--- src/sv/wsp_pkg.sv ---
package wsp_pkg;

    // field and register widths
    localparam int CAP_W       = 32;
    localparam int SPEED_W     = 48;
    localparam int SCALE_W     = 32;
    localparam int LIMIT_W     = 8;
    localparam int COUNT_W     = 8;
    localparam int CFG_DATA_W  = 32;
    localparam int CFG_INDEX_W = 2;

    // parameter defaults
    localparam int WHEELS_DEF    = 2;
    localparam int FRAC_BITS_DEF = 16;

    // limits and reset values
    localparam logic [SPEED_W-1:0] SPEED_MAX   = {SPEED_W{1'b1}};
    localparam logic [COUNT_W-1:0] COUNT_MAX   = {COUNT_W{1'b1}};
    localparam logic [SCALE_W-1:0] SCALE_RESET = 32'd1000;
    localparam logic [LIMIT_W-1:0] LIMIT_RESET = 8'd3;

    // input opcodes
    localparam logic OP_CAPTURE = 1'b0;
    localparam logic OP_READ    = 1'b1;

    // configuration register indexes
    typedef enum logic [CFG_INDEX_W-1:0] {
        REG_SPEED_SCALE = 2'd0,
        REG_STALE_LIMIT = 2'd1
    } cfg_reg_t;

    // controller states
    typedef enum logic [2:0] {
        ST_IDLE,
        ST_SETUP,
        ST_DIV,
        ST_SPEED,
        ST_EMIT
    } state_t;

    // input transaction payload
    typedef struct packed {
        logic             opcode;
        logic             wheel;
        logic [CAP_W-1:0] capture_value;
    } in_item_t;

    // result transaction payload
    typedef struct packed {
        logic               speed_wheel;
        logic [SPEED_W-1:0] speed;
        logic               last_of_run;
    } out_item_t;

    // controller to datapath commands
    typedef struct packed {
        logic cap_we;
        logic rd_start;
        logic setup;
        logic div_step;
        logic speed_load;
        logic emit;
    } cmd_t;

    // datapath to controller status
    typedef struct packed {
        logic div_last;
        logic last_wheel;
    } sts_t;

endpackage

--- src/sv/wsp_ctrl.sv ---
module wsp_ctrl (
    input  logic          aclk,
    input  logic          aresetn,
    input  logic          s_valid,
    input  logic          s_opcode,
    output logic          s_ready,
    output logic          m_valid,
    input  logic          m_ready,
    output wsp_pkg::cmd_t cmd,
    input  wsp_pkg::sts_t sts
);

    wsp_pkg::state_t state_reg, state_next;
    logic            m_valid_reg, m_valid_next;
    logic            out_free;

    // state and output valid registers
    always_ff @(posedge aclk) begin
        if (!aresetn) begin
            state_reg   <= wsp_pkg::ST_IDLE;
            m_valid_reg <= 1'b0;
        end else begin
            state_reg   <= state_next;
            m_valid_reg <= m_valid_next;
        end
    end

    // next state and commands
    always_comb begin
        state_next = state_reg;
        cmd        = '0;
        s_ready    = 1'b0;
        out_free   = !m_valid_reg || m_ready;
        unique case (state_reg)
            wsp_pkg::ST_IDLE: begin
                s_ready = 1'b1;
                if (s_valid) begin
                    if (s_opcode == wsp_pkg::OP_READ) begin
                        cmd.rd_start = 1'b1;
                        state_next   = wsp_pkg::ST_SETUP;
                    end else begin
                        cmd.cap_we = 1'b1;
                    end
                end
            end
            wsp_pkg::ST_SETUP: begin
                cmd.setup  = 1'b1;
                state_next = wsp_pkg::ST_DIV;
            end
            wsp_pkg::ST_DIV: begin
                cmd.div_step = 1'b1;
                if (sts.div_last) begin
                    state_next = wsp_pkg::ST_SPEED;
                end
            end
            wsp_pkg::ST_SPEED: begin
                cmd.speed_load = 1'b1;
                state_next     = wsp_pkg::ST_EMIT;
            end
            wsp_pkg::ST_EMIT: begin
                if (out_free) begin
                    cmd.emit   = 1'b1;
                    state_next = sts.last_wheel ? wsp_pkg::ST_IDLE : wsp_pkg::ST_SETUP;
                end
            end
            default: begin
                state_next = wsp_pkg::ST_IDLE;
            end
        endcase
    end

    // result valid: set on emit, cleared when taken
    always_comb begin
        if (cmd.emit) begin
            m_valid_next = 1'b1;
        end else if (m_ready) begin
            m_valid_next = 1'b0;
        end else begin
            m_valid_next = m_valid_reg;
        end
    end

    assign m_valid = m_valid_reg;

endmodule

--- src/sv/wsp_datapath.sv ---
module wsp_datapath #(
    parameter int WHEELS    = wsp_pkg::WHEELS_DEF,
    parameter int FRAC_BITS = wsp_pkg::FRAC_BITS_DEF
) (
    input  logic                             aclk,
    input  logic                             aresetn,
    input  logic                             cfg_we,
    input  logic [wsp_pkg::CFG_INDEX_W-1:0]  cfg_index,
    input  logic [wsp_pkg::CFG_DATA_W-1:0]   cfg_wdata,
    input  wsp_pkg::in_item_t                s_data,
    output wsp_pkg::out_item_t               m_data,
    input  wsp_pkg::cmd_t                    cmd,
    output wsp_pkg::sts_t                    sts
);

    localparam int IDX_W  = (WHEELS > 1) ? $clog2(WHEELS) : 1;
    localparam int NUM_W  = wsp_pkg::SCALE_W + FRAC_BITS;
    localparam int QW     = (NUM_W > wsp_pkg::SPEED_W) ? NUM_W : wsp_pkg::SPEED_W;
    localparam int STEP_W = $clog2(NUM_W + 1);

    // configuration registers
    logic [wsp_pkg::SCALE_W-1:0] scale_reg;
    logic [wsp_pkg::LIMIT_W-1:0] limit_reg;

    // per-wheel state
    logic [wsp_pkg::CAP_W-1:0]   first_cap_reg  [WHEELS];
    logic [wsp_pkg::CAP_W-1:0]   second_cap_reg [WHEELS];
    logic                        phase_reg      [WHEELS];
    logic [wsp_pkg::SPEED_W-1:0] prev_speed_reg [WHEELS];
    logic [wsp_pkg::COUNT_W-1:0] rep_count_reg  [WHEELS];

    // divider and result state
    logic [IDX_W-1:0]            idx_reg;
    logic [wsp_pkg::CAP_W-1:0]   diff_reg;
    logic                        zero_reg;
    logic                        equal_reg;
    logic [wsp_pkg::CAP_W-1:0]   rem_reg;
    logic [NUM_W-1:0]            quo_reg;
    logic [STEP_W-1:0]           step_reg;
    logic [wsp_pkg::SPEED_W-1:0] speed_reg;
    wsp_pkg::out_item_t          out_reg;

    logic [IDX_W-1:0]            cap_idx;
    logic                        cap_ok;
    logic [wsp_pkg::CAP_W-1:0]   cap_a, cap_b, diff_next;
    logic [wsp_pkg::CAP_W:0]     rem_sh, rem_sub;
    logic                        rem_ge;
    logic [QW-1:0]               quo_ext;
    logic [wsp_pkg::SPEED_W-1:0] speed_next;
    logic                        match;
    logic [wsp_pkg::COUNT_W-1:0] cnt_cur, rep_count_next;
    logic                        stale;

    // configuration writes
    always_ff @(posedge aclk) begin
        if (!aresetn) begin
            scale_reg <= wsp_pkg::SCALE_RESET;
            limit_reg <= wsp_pkg::LIMIT_RESET;
        end else if (cfg_we) begin
            unique case (cfg_index)
                wsp_pkg::REG_SPEED_SCALE: scale_reg <= cfg_wdata[wsp_pkg::SCALE_W-1:0];
                wsp_pkg::REG_STALE_LIMIT: limit_reg <= cfg_wdata[wsp_pkg::LIMIT_W-1:0];
                default: ;
            endcase
        end
    end

    // capture target wheel
    assign cap_idx = IDX_W'(s_data.wheel);
    assign cap_ok  = (32'(s_data.wheel) < WHEELS);

    // captures alternate between first and second store
    always_ff @(posedge aclk) begin
        if (!aresetn) begin
            for (int w = 0; w < WHEELS; w++) begin
                first_cap_reg[w]  <= '0;
                second_cap_reg[w] <= '0;
                phase_reg[w]      <= 1'b0;
            end
        end else if (cmd.cap_we && cap_ok) begin
            if (!phase_reg[cap_idx]) begin
                first_cap_reg[cap_idx] <= s_data.capture_value;
            end else begin
                second_cap_reg[cap_idx] <= s_data.capture_value;
            end
            phase_reg[cap_idx] <= !phase_reg[cap_idx];
        end
    end

    // wheel counter for a read
    always_ff @(posedge aclk) begin
        if (!aresetn) begin
            idx_reg <= '0;
        end else if (cmd.rd_start) begin
            idx_reg <= '0;
        end else if (cmd.emit && !sts.last_wheel) begin
            idx_reg <= idx_reg + 1'b1;
        end
    end

    // absolute capture difference
    assign cap_a     = first_cap_reg[idx_reg];
    assign cap_b     = second_cap_reg[idx_reg];
    assign diff_next = (cap_a > cap_b) ? (cap_a - cap_b) : (cap_b - cap_a);

    // restoring divider step, one quotient bit per cycle
    assign rem_sh  = {rem_reg, quo_reg[NUM_W-1]};
    assign rem_ge  = (rem_sh >= {1'b0, diff_reg});
    assign rem_sub = rem_sh - {1'b0, diff_reg};

    always_ff @(posedge aclk) begin
        if (!aresetn) begin
            step_reg <= '0;
        end else if (cmd.setup) begin
            step_reg <= STEP_W'(NUM_W);
        end else if (cmd.div_step) begin
            step_reg <= step_reg - 1'b1;
        end
    end

    always_ff @(posedge aclk) begin
        if (cmd.setup) begin
            diff_reg  <= diff_next;
            zero_reg  <= (cap_a == '0) || (cap_b == '0);
            equal_reg <= (diff_next == '0);
            rem_reg   <= '0;
            quo_reg   <= NUM_W'(scale_reg) << FRAC_BITS;
        end else if (cmd.div_step) begin
            rem_reg <= rem_ge ? rem_sub[wsp_pkg::CAP_W-1:0] : rem_sh[wsp_pkg::CAP_W-1:0];
            quo_reg <= {quo_reg[NUM_W-2:0], rem_ge};
        end
    end

    // special cases and saturation of the quotient
    assign quo_ext = QW'(quo_reg);
    always_comb begin
        if (zero_reg) begin
            speed_next = '0;
        end else if (equal_reg || (quo_ext > QW'(wsp_pkg::SPEED_MAX))) begin
            speed_next = wsp_pkg::SPEED_MAX;
        end else begin
            speed_next = quo_ext[wsp_pkg::SPEED_W-1:0];
        end
    end

    always_ff @(posedge aclk) begin
        if (cmd.speed_load) begin
            speed_reg <= speed_next;
        end
    end

    // repeat tracking and stale suppression
    assign cnt_cur = rep_count_reg[idx_reg];
    assign match   = (speed_reg == prev_speed_reg[idx_reg]);
    always_comb begin
        if (!match) begin
            rep_count_next = '0;
        end else if (cnt_cur == wsp_pkg::COUNT_MAX) begin
            rep_count_next = cnt_cur;
        end else begin
            rep_count_next = cnt_cur + 1'b1;
        end
    end
    assign stale = match && (rep_count_next > limit_reg);

    always_ff @(posedge aclk) begin
        if (!aresetn) begin
            for (int w = 0; w < WHEELS; w++) begin
                prev_speed_reg[w] <= '0;
                rep_count_reg[w]  <= '0;
            end
        end else if (cmd.emit) begin
            prev_speed_reg[idx_reg] <= speed_reg;
            rep_count_reg[idx_reg]  <= rep_count_next;
        end
    end

    // result register
    always_ff @(posedge aclk) begin
        if (cmd.emit) begin
            out_reg.speed_wheel <= idx_reg[0];
            out_reg.speed       <= stale ? '0 : speed_reg;
            out_reg.last_of_run <= sts.last_wheel;
        end
    end

    assign m_data         = out_reg;
    assign sts.div_last   = (step_reg == STEP_W'(1));
    assign sts.last_wheel = (idx_reg == IDX_W'(WHEELS - 1));

endmodule

--- src/sv/wheel_speed_period_meter.sv ---
// capture transaction: block stays idle and is ready again on the next cycle
// read transaction: for each wheel in turn, setup, then the radix-2 restoring divider
// producing one quotient bit per cycle, then speed load and result emit; emit waits
// while a result is stalled, and the next input is taken only after the last wheel's
// result is emitted
// reset: synchronous, active low; clears all captures, repeat state and restores config
module wheel_speed_period_meter #(
    parameter int WHEELS    = wsp_pkg::WHEELS_DEF,
    parameter int FRAC_BITS = wsp_pkg::FRAC_BITS_DEF
) (
    input  logic                            aclk,
    input  logic                            aresetn,
    input  logic                            cfg_we,
    input  logic [wsp_pkg::CFG_INDEX_W-1:0] cfg_index,
    input  logic [wsp_pkg::CFG_DATA_W-1:0]  cfg_wdata,
    input  logic                            s_valid,
    output logic                            s_ready,
    input  wsp_pkg::in_item_t               s_data,
    output logic                            m_valid,
    input  logic                            m_ready,
    output wsp_pkg::out_item_t              m_data
);

    wsp_pkg::cmd_t cmd;
    wsp_pkg::sts_t sts;

    // sequencing
    wsp_ctrl u_ctrl (
        .aclk     (aclk),
        .aresetn  (aresetn),
        .s_valid  (s_valid),
        .s_opcode (s_data.opcode),
        .s_ready  (s_ready),
        .m_valid  (m_valid),
        .m_ready  (m_ready),
        .cmd      (cmd),
        .sts      (sts)
    );

    // state, divider and result register
    wsp_datapath #(
        .WHEELS    (WHEELS),
        .FRAC_BITS (FRAC_BITS)
    ) u_datapath (
        .aclk      (aclk),
        .aresetn   (aresetn),
        .cfg_we    (cfg_we),
        .cfg_index (cfg_index),
        .cfg_wdata (cfg_wdata),
        .s_data    (s_data),
        .m_data    (m_data),
        .cmd       (cmd),
        .sts       (sts)
    );

endmodule

--- config.mk ---
export PLATFORM = sky130hd
export DESIGN_NAME = wheel_speed_period_meter
export DESIGN_NICKNAME = d
export VERILOG_FILES = /design/src/sv/wsp_pkg.sv /design/src/sv/wsp_ctrl.sv /design/src/sv/wsp_datapath.sv /design/src/sv/wheel_speed_period_meter.sv
export SDC_FILE = /design/constraint.sdc
export NUM_CORES = 1
export LEC_CHECK = 0
export CORE_MARGIN = 5
export CORE_UTILIZATION = 45
export CTS_CLUSTER_SIZE = 25
export DETAILED_ROUTE_END_ITERATION = 10
export DONT_BUFFER_PORTS = 1
export PLACE_DENSITY = 0.63
export SLEW_MARGIN = 20
export SYNTH_ARGS = -nofsm -noshare
export SYNTH_HDL_FRONTEND = slang
export SYNTH_SLANG_ARGS = --single-unit
--- constraint.sdc ---
create_clock -name aclk -period 8.3 [get_ports aclk]
set_input_delay 0.83 -clock aclk [delete_from_list [all_inputs] [get_ports aclk]]
set_output_delay 0.83 -clock aclk [all_outputs]
set_load 0.01 [all_outputs]
# Word level (Yosys, flattened, before mapping)
# Memory sizes are Yosys's and may differ from the RTL's. A register that Yosys moved wholly into a read port is not among the register bits.
# Cells that the tools add are included.
# totals
regBits,262
latchBits,0
ramBits,242
romBits,0
output_inout_bits,52
wordCells,134
n_memories,5
# op_classes
add_sub_neg,6
n_mul,0
div,0
magnitude_cmp,4
eq_ne,12
shift,0
n_mux,65
bitwise,1
reduce_logical,25
# mem_list
name,words,width,rd,rd_clocked_by_memory_dff,write_ports,line,text
u_datapath.prev_speed_reg,2,48,1,1,2,wsp_datapath.sv:29,logic [wsp_pkg::SPEED_W-1:0] prev_speed_reg [WHEELS];
u_datapath.first_cap_reg,2,32,1,1,2,wsp_datapath.sv:26,logic [wsp_pkg::CAP_W-1:0] first_cap_reg [WHEELS];
u_datapath.second_cap_reg,2,32,1,1,2,wsp_datapath.sv:27,logic [wsp_pkg::CAP_W-1:0] second_cap_reg [WHEELS];
u_datapath.rep_count_reg,2,8,1,1,2,wsp_datapath.sv:30,logic [wsp_pkg::COUNT_W-1:0] rep_count_reg [WHEELS];
u_datapath.phase_reg,2,1,1,0,2,wsp_datapath.sv:28,logic phase_reg [WHEELS];
# ops
op,count
2-to-1 mux 48 bit,4
2-to-1 mux 32 bit,4
logical NOT 32 bit,3
subtractor 32 bit,3
OR reduction 32 bit,2
== test 48 bit,1
greater-than comparator 48 bit (second input constant),1
OR reduction 48 bit,1
2-to-1 mux 1 bit,45
>= comparator 33 x 32 -> 1 bit,1
greater-than comparator 32 bit,1
2-to-1 mux 8 bit,3
case mux 3 bit (5 select lines),1
2-to-1 mux 3 bit,4
2-to-1 mux 6 bit,2
adder 8 x 1 -> 8 bit (second input constant),1
== test 8 bit (second input constant),1
greater-than comparator 8 bit,1
OR reduction 8 bit,1
== test 3 x 2 -> 1 bit (second input constant),2
== test 6 x 1 -> 1 bit (second input constant),1
!= test 2 bit (second input constant),3
subtractor 6 x 1 -> 6 bit (second input constant),1
2-to-1 mux 2 bit,2
other kinds (16),24

# Logic depth before layout (Yosys ltp)
# Gate-level depths: netlist of run 1.
# logic_depth
word_depth,9
ltp_mapped,23
ltp_nobuf,17

# By module
# From an unflattened synthesis of run 1, not the netlist that was laid out.
# unflattened
hier_cells,2459
hier_area_um2,26658.1
# by_module_without_submodules
mod,instances,cells_per_inst,area_each_um2
wsp_datapath,1,2432,26396.6
wsp_ctrl,1,27,261.5

# Worst setup path after synthesis of run 1
# OpenSTA, ideal clock, no wires.
# synth_timing
path_type,flip-flop to flip-flop
start,reg with a tool-made name
end,"reg u_datapath.equal_reg, data pin"
setup_time_ns,0.170
arrival_ns,5.888
setup_slack_ns,2.242
path_stages_with_launch,22
period_less_slack_ns,6.058
path_cell_list,dfxtp_1 clkbuf_1 clkbuf_1 buf_1 clkbuf_1 clkbuf_1 mux2i_1 inv_1 ha_1 buf_2 nand2_2 or3_1 or4_1 or4_4 and2_4 buf_6 buf_6 nor4_2 nand4_1 a2111oi_2 nand4b_1 nor4_2
# synth_rtl
element,line,text
to (signal assigned),wsp_datapath.sv:125,equal_reg <= (diff_next == '0);
to (decl),wsp_datapath.sv:36,logic equal_reg;

==> impl_metrics.env, run 1 <==
export IMPL_die_y_um=254
export IMPL_vias_per_cell=5.51
export IMPL_gp_congestion=0.909
export IMPL_reg2reg_depth=16
export IMPL_rows=89
export IMPL_cts_clk_slew_worst_paths_ns=0.06
export IMPL_hold_violations=0
export IMPL_grt_pass1_vias=18000
export IMPL_synth_top_family_by_area="simple AND/OR/NAND/NOR gates"
export IMPL_rsz0062_at_grt="no"
export IMPL_grtUsageTotal=0.198
export IMPL_synth_edff_count=403
export IMPL_clock_path_buffers=3
export IMPL_synthFlopType="edfxtp_1"
export IMPL_placed_cell_area_sq_um=27400
export IMPL_grt_antenna_before_repair=0
export IMPL_ir_drop_mv=0.189
export IMPL_synthCells=2497
export IMPL_final_common_cell="edfxtp_1"
export IMPL_hp_start="cfg_wdata[3]"
export IMPL_tns_ns=0
export IMPL_h_tree_depth=2
export IMPL_largest_reg_flops=96
export IMPL_dp_hpwl_um=45500
export IMPL_postSynthAreaPerCell_sq_um=10.7
export IMPL_critical_path_top_delay_family="compound AO/OA/AOI/OAI gates"
export IMPL_tightest_slew_ns=1.12
export IMPL_slew_viol_final=0
export IMPL_synthAdderAreaFrac=0.0518
export IMPL_vias=18000
export IMPL_synth_compound_area_share=0.116
export IMPL_cts_tree="yes"
export IMPL_syn_nets=2679
export IMPL_post_drt_wl_per_cell_um=19.8
export IMPL_crit_path_top_delay_cell="dfxtp_4"
export IMPL_yosysWarnings=0
export IMPL_multiInputGateArea_sq_um=11600
export IMPL_dr_pass1_iters=7
export IMPL_drt_total_wl_um=64600
export IMPL_initial_core_util=0.454
export IMPL_p_leak_nw=11.1
export IMPL_fillers=5296
export IMPL_synth_xor_area_frac=0.0399
export IMPL_crit_top_cell="buf_4"
export IMPL_seq_area_frac_synth=0.528
export IMPL_holdBufCountCts=0
export IMPL_cts_buffers=54
export IMPL_synth_async_sr_flop_share=0
export IMPL_hold_path_class="input port to flip-flop"
export IMPL_clock_latency_ns=0.62
export IMPL_cts_sinks=505
export IMPL_drc=0
export IMPL_syn_area_sq_um=26800
export IMPL_final_nets=2625
export IMPL_maxSlewHeadroom=0.254
export IMPL_fin_crit_ns=5.99
export IMPL_path_class="flip-flop to flip-flop"
export IMPL_critical_path_max_stage_delay_ns=0.74
export IMPL_core_area_sq_um=59000
export IMPL_crit_buf_inv=3
export IMPL_worstHoldEndpoint="u_datapath.scale_reg[3]$_SDFFE_PN1P_"
export IMPL_whs_path_depth=2
export IMPL_drive_gt1_frac=0.0555
export IMPL_cts_resized=0
export IMPL_portBuffers=0
export IMPL_crit_required_ns=8.74
export IMPL_synthMuxAreaShare=0.0567
export IMPL_ys_types=72
export IMPL_finalClockSkew_ns=0.0490
export IMPL_cts_root_buffer="clkbuf_16"
export IMPL_cp_arrival_ns=6.43
export IMPL_ant_nets=0
export IMPL_finalSetupViolCount=0
export IMPL_ys_ff_latch=505
export IMPL_path_cells="buf_4 > mux2i_1 > inv_1 > fa_1 > a211oi_1 > o21ai_0 > a21oi_1 > o211ai_1 > a221o_1 > nand2_1 > buf_4 > mux2_2 > a31oi_1 > xnor2_1 > or4_1 > nor4_2"
export IMPL_die_area_sq_um=64500
export IMPL_powerDensity_nw_per_um2=241
export IMPL_synthSimpleGateAreaFrac=0.168
export IMPL_post_route_period_util=0.722
export IMPL_r2r_end="u_datapath.equal_reg$_DFFE_PP_"
export IMPL_syn2layout_area_growth_pct=8.97
export IMPL_critPathCaptureType="flip-flop"
export IMPL_rrSetupSlack_ns=2.31
export IMPL_final_cell_mix="403 x edfxtp_1, 284 x and2_1, 196 x nor2_1"
export IMPL_drv_cap=0
export IMPL_crit_path_max_fanout=36
export IMPL_die_x_um=254
export IMPL_seqCellArea_sq_um=14100
export IMPL_globalRoute_totalOverflow=0
export IMPL_postCtsSetupRepairBufs=0
export IMPL_grt_max_degree=87
export IMPL_drt_iter0_drc=1126
export IMPL_grt_first_pass_wirelength_um=102000
export IMPL_status="complete, no violations"
export IMPL_n_antenna_cell=0
export IMPL_final_area_sq_um=29200
export IMPL_ios=125
export IMPL_start_kind="flip-flop"
export IMPL_fmax_mhz=167
==> metal layers <==
metal	GRT usage	up-vias	wire, um
met1	0.271	8701	29000
met2	0.335	434	31200
li1	-	8732	-
met4	0.0466	0	1420
met3	0.0290	88	3010
met5	0	-	0
==> kinds of logic (layout without fill, tap and decap cells) <==
family                   after synthesis  count (layout)
AO/OA/AOI/OAI                        472             472
XOR/XNOR                             122             122
adder cells (fa/ha/maj)              109             109
buffers and inverters                271             260
flip-flops                           505             505
multiplexers                         151             151
AND/OR/NAND/NOR                      867             867
==> final cells by class <==
type | instances | share of cell area
clock buffer | 74 | 0.0506
clock inverter | 25 | 0.00862
inverter | 137 | 0.0176
multi-input combinational | 1721 | 0.399
sequential | 505 | 0.485
tap | 773 | 0.0332
timing repair buffer | 24 | 0.00618
==> worst max-delay path by stage <==
stage               cells past startpoint  slack (ns)                                 end      start
floorplan                              21        2.24      u_datapath.equal_reg$_DFFE_PP_  flip-flop
global placement                       18        2.44  u_datapath.m_data[4]$_SDFFCE_PP0P_  flip-flop
detailed placement                     18        2.27  u_datapath.m_data[2]$_SDFFCE_PP0P_  flip-flop
CTS                                    18        2.24  u_datapath.m_data[2]$_SDFFCE_PP0P_  flip-flop
global route                           16        1.90      u_datapath.equal_reg$_DFFE_PP_  flip-flop
finish                                 16        2.31      u_datapath.equal_reg$_DFFE_PP_  flip-flop
==> through the flow <==
step | total power, W | worst slack (ns) | util | std cells | hold WS (ns)
2_1_floorplan | 0.00437 | 2.24 | - | 2497 | 0.436
3_3_place_gp | 0.00474 | 2.44 | 0.465 | 3160 | 0.452
3_5_place_dp | 0.00477 | 2.27 | 0.465 | 3160 | 0.458
4_1_cts | 0.00710 | 2.24 | 0.494 | 3259 | 0.288
5_1_grt | 0.00741 | 1.90 | 0.494 | 3259 | 0.301
6_report | 0.00704 | 2.31 | 0.494 | 3259 | 0.335
==> synth_stat cells (21+ instances only) <==
cell type  instances  area share
a21boi_0          35      0.0098
ha_1             106       0.050
nor2b_1           26      0.0061
nand2_1          182       0.026
a22o_1            51       0.017
nand3_1           29      0.0054
nor2_1           197       0.028
a21oi_1          127       0.024
mux2i_1          146       0.055
o21ai_0           89       0.017
nand4_1           33      0.0077
xor2_1            24      0.0079
edfxtp_1         403        0.45
xnor2_1           98       0.032
and2_1           285       0.067
a21o_1            46       0.013
o211ai_1          22      0.0062
dfxtp_1          102       0.076
clkbuf_1         114       0.016
inv_1            136       0.019
nor3_1            21      0.0039
nor4_1            26      0.0061
==> power by group <==
group / total, W / leakage, nW / internal (W) / switching, W
Clock: 0.00231 / 0.832 / 0.00132 / 0.000998
Sequential: 0.00313 / 4.82 / 0.00299 / 0.000133
Combinational: 0.00160 / 5.48 / 0.000603 / 0.000994
Total: 0.00704 / 11.1 / 0.00491 / 0.00212
==> worst register-to-register path, stage by stage, from the launching register on <==
cell	delay [ns]
dfxtp_4	0.74
buf_4	0.57
mux2i_1	0.47
inv_1	0.16
fa_1	0.52
a211oi_1	0.27
o21ai_0	0.23
a21oi_1	0.36
o211ai_1	0.16
a221o_1	0.37
nand2_1	0.38
buf_4	0.32
mux2_2	0.36
a31oi_1	0.17
xnor2_1	0.12
or4_1	0.50
nor4_2	0.14
No activity file was read; power rests on OpenSTA's default activity.
==> inputs of run 2 (changes only) <==
--- a/config.mk
+++ b/config.mk
@@ -5,12 +5,13 @@
 export SDC_FILE = /design/constraint.sdc
 export NUM_CORES = 1
 export LEC_CHECK = 0
+export ABC_AREA = 1
 export CORE_MARGIN = 5
 export CORE_UTILIZATION = 45
 export CTS_CLUSTER_SIZE = 25
 export DETAILED_ROUTE_END_ITERATION = 10
 export DONT_BUFFER_PORTS = 1
-export PLACE_DENSITY = 0.63
+export PLACE_DENSITY = 0.65
 export SLEW_MARGIN = 20
 export SYNTH_ARGS = -nofsm -noshare
 export SYNTH_HDL_FRONTEND = slang
==> constraint.sdc (replaced) <==
create_clock -name aclk -period 5.11 [get_ports aclk]
set_input_delay 0.511 -clock aclk [delete_from_list [all_inputs] [get_ports aclk]]
set_output_delay 0.511 -clock aclk [all_outputs]
set_load 0.01 [all_outputs]
==> run 2 against run 1 <==
Compared with the run above:
- setup slack worse by 1.7 ns
- flip-flop and latch count did not move
- critical endpoint unchanged
- synthesized area increased by 6.6%
- core utilization is 0.25 points higher
==> impl_metrics.env, run 2 <==
export IMPL_tns_ns=0
export IMPL_cts_root_buffer="clkbuf_16"
export IMPL_finalClockSkew_ns=0.0446
export IMPL_postSynthAreaPerCell_sq_um=7.93
export IMPL_cts_tree="yes"
export IMPL_drive_gt1_frac=0.0462
export IMPL_hold_path_class="input port to flip-flop"
export IMPL_portBuffers=0
export IMPL_rsz0062_at_grt="no"
export IMPL_largest_reg_flops=96
export IMPL_powerDensity_nw_per_um2=390
export IMPL_cp_arrival_ns=5.01
export IMPL_critical_path_top_delay_family="simple AND/OR/NAND/NOR gates"
export IMPL_grt_first_pass_wirelength_um=114000
export IMPL_slew_viol_final=0
export IMPL_fmax_mhz=221
export IMPL_drt_iter0_drc=1690
export IMPL_wl_met1_um=32100
export IMPL_worst_hold_slack_ns=0.0489
export IMPL_power_frac_seq=0.421
export IMPL_grtUsageTotal=0.208
export IMPL_maxSlewHeadroom=0.272
export IMPL_finalSetupViolCount=0
export IMPL_clock_latency_ns=0.64
export IMPL_hold_violations=0
export IMPL_crit_path_top_delay_cell="dfxtp_4"
export IMPL_p_int_w=0.00813
export IMPL_syn_area_sq_um=28500
export IMPL_final_common_cell="nand2_1"
export IMPL_synth_async_sr_flop_share=0
export IMPL_path_cells="buf_12 > buf_4 > nand2_1 > o21ai_0 > inv_1 > ha_1 > nand2_1 > nor2_1 > nand2_1 > nor3_1 > nand2_1 > nand2_4 > inv_2 > nand2_1 > nand2_1 > nor2_1 > nand2_1 > nor2_1 > nand2_1 > nor2_1"
export IMPL_synth_top_cells_by_area="edfxtp_1 42%, nand2_1 13%, inv_1 9.0%"
export IMPL_final_nets=3770
export IMPL_dp_slack_ns=0.607
export IMPL_dr_wl_met2_um=33700
export IMPL_synth_common_cells="954 x nand2_1, 688 x inv_1, 430 x nor2_1, 403 x edfxtp_1, 201 x o21ai_0"
export IMPL_grt_pass1_vias=21300
export IMPL_n_antenna_cell=0
export IMPL_dp_hpwl_um=52300
export IMPL_crit_required_ns=5.59
export IMPL_cts_clk_slew_worst_paths_ns=0.06
export IMPL_synthCells=3599
export IMPL_ir_drop_mv=0.382
export IMPL_crit_path_max_fanout=74
export IMPL_initial_core_util=0.453
export IMPL_tightest_slew_ns=1.08
export IMPL_crit_buf_inv=4
export IMPL_dr_max_layer_used="met4"
export IMPL_vias_per_cell=4.96
export IMPL_yosysMostFrequentCell="nand2_1"
export IMPL_combPwrFrac=0.261
export IMPL_die_x_um=262
export IMPL_status="complete, no violations"
export IMPL_gp_congestion=0.974
export IMPL_syn2layout_area_growth_pct=9.60
export IMPL_synth_top_area_share=0.424
export IMPL_drv_cap=0
export IMPL_drt_total_wl_um=71600
export IMPL_drc=0
export IMPL_syn_nets=3781
export IMPL_cts_sinks=505
export IMPL_clock_path_buffers=3
export IMPL_synth_edff_count=403
export IMPL_post_route_period_util=0.887
export IMPL_switchingPower_w=0.00407
export IMPL_die_area_sq_um=68600
export IMPL_seq_area_frac_synth=0.495
export IMPL_final_cell_mix="950 x nand2_1, 686 x inv_1, 429 x nor2_1"
export IMPL_p_clk_frac=0.318
export IMPL_synth_top_area_cell="edfxtp_1"
export IMPL_die_y_um=262
export IMPL_hp_start="cfg_wdata[2]"
export IMPL_grt_max_degree=75
export IMPL_ys_ff_latch=505
export IMPL_switching_share=0.334
export IMPL_fin_crit_ns=4.53
export IMPL_critPathCaptureType="flip-flop"
export IMPL_ys_types=48
export IMPL_path_class="flip-flop to flip-flop"
export IMPL_rows=92
export IMPL_crit_top_cell="nand2_1"
export IMPL_globalRoute_totalOverflow=0
export IMPL_post_drt_wl_per_cell_um=16.0
export IMPL_yosysWarnings=0
export IMPL_critical_path_max_stage_delay_ns=0.88
export IMPL_setup_slack_ns=0.579
export IMPL_ios=125
export IMPL_grt_antenna_before_repair=0
export IMPL_met3_length_um=3800
export IMPL_start_kind="flip-flop"
export IMPL_core_area_sq_um=63000
export IMPL_dr_pass1_iters=5
export IMPL_vias=22200
export IMPL_p_leak_nw=14.6
export IMPL_h_tree_depth=2
export IMPL_synthFlopType="edfxtp_1"
export IMPL_cts_buffers=54
export IMPL_ant_nets=0
-- run 2: routing by layer --
metal | track usage | vias to the layer above
met4 | 0.0618 | 0
met1 | 0.284 | 10300
met5 | 0 | -
met3 | 0.0291 | 98
li1 | - | 11300
met2 | 0.348 | 530
-- run 2: cells by family after synthesis --
kind of cell / Yosys count / synth area share
AOI/OAI and AO/OA: 421 / 0.0795
xor gates and xnor gates: 93 / 0.0285
adders and majority gates: 109 / 0.0486
buffers and inverters: 825 / 0.114
DFF: 505 / 0.495
muxes: 9 / 0.00324
and+or+nand+nor: 1637 / 0.231
-- run 2: path summary, 6_finish.rpt --
path,endpoint,slack [ns],cells past startpoint
max reg2reg,u_datapath.equal_reg$_DFFE_PP_,0.58,20
min reg2reg,u_datapath.limit_reg[3]$_SDFFE_PN0P_,0.46,2
max,u_datapath.equal_reg$_DFFE_PP_,0.58,20
min,u_datapath.scale_reg[2]$_SDFFE_PN0P_,0.05,2
-- run 2: power groups by stage --
stage	clock, W	combinational (W)	sequential, W
5_1_grt	0.00414	0.00361	0.00518
3_5_place_dp	0	0.00315	0.00522
2_1_floorplan	0	0.00236	0.00515
4_1_cts	0.00395	0.00318	0.00513
6_report	0.00388	0.00319	0.00513
3_3_place_gp	0	0.00313	0.00521
-- run 2: cell type report --
class,count,area [sq um]
Fill cell,6036,31700
Sequential cell,505,14100
Multi-Input combinational cell,2269,11200
Inverter,703,2640
Clock buffer,71,1480
Tap cell,846,1060
Timing Repair Buffer,55,463
Clock inverter,30,314
-- run 2: what timing repair did --
action	CTS	global route
hold buffers	10	0
endpoints found under the hold margin	10	0
resized for setup	0	0
setup buffers	0	0
-- run 2: metrics by stage --
step,instance area [sq um],std cells,utilization,power (W)
detailed placement,29400,4368,0.467,0.00837
floorplan,28500,3599,-,0.00750
global route,31300,4479,0.497,0.0129
global placement,29400,4368,0.467,0.00834
CTS,31300,4479,0.497,0.0123
finish,31300,4479,0.497,0.0122
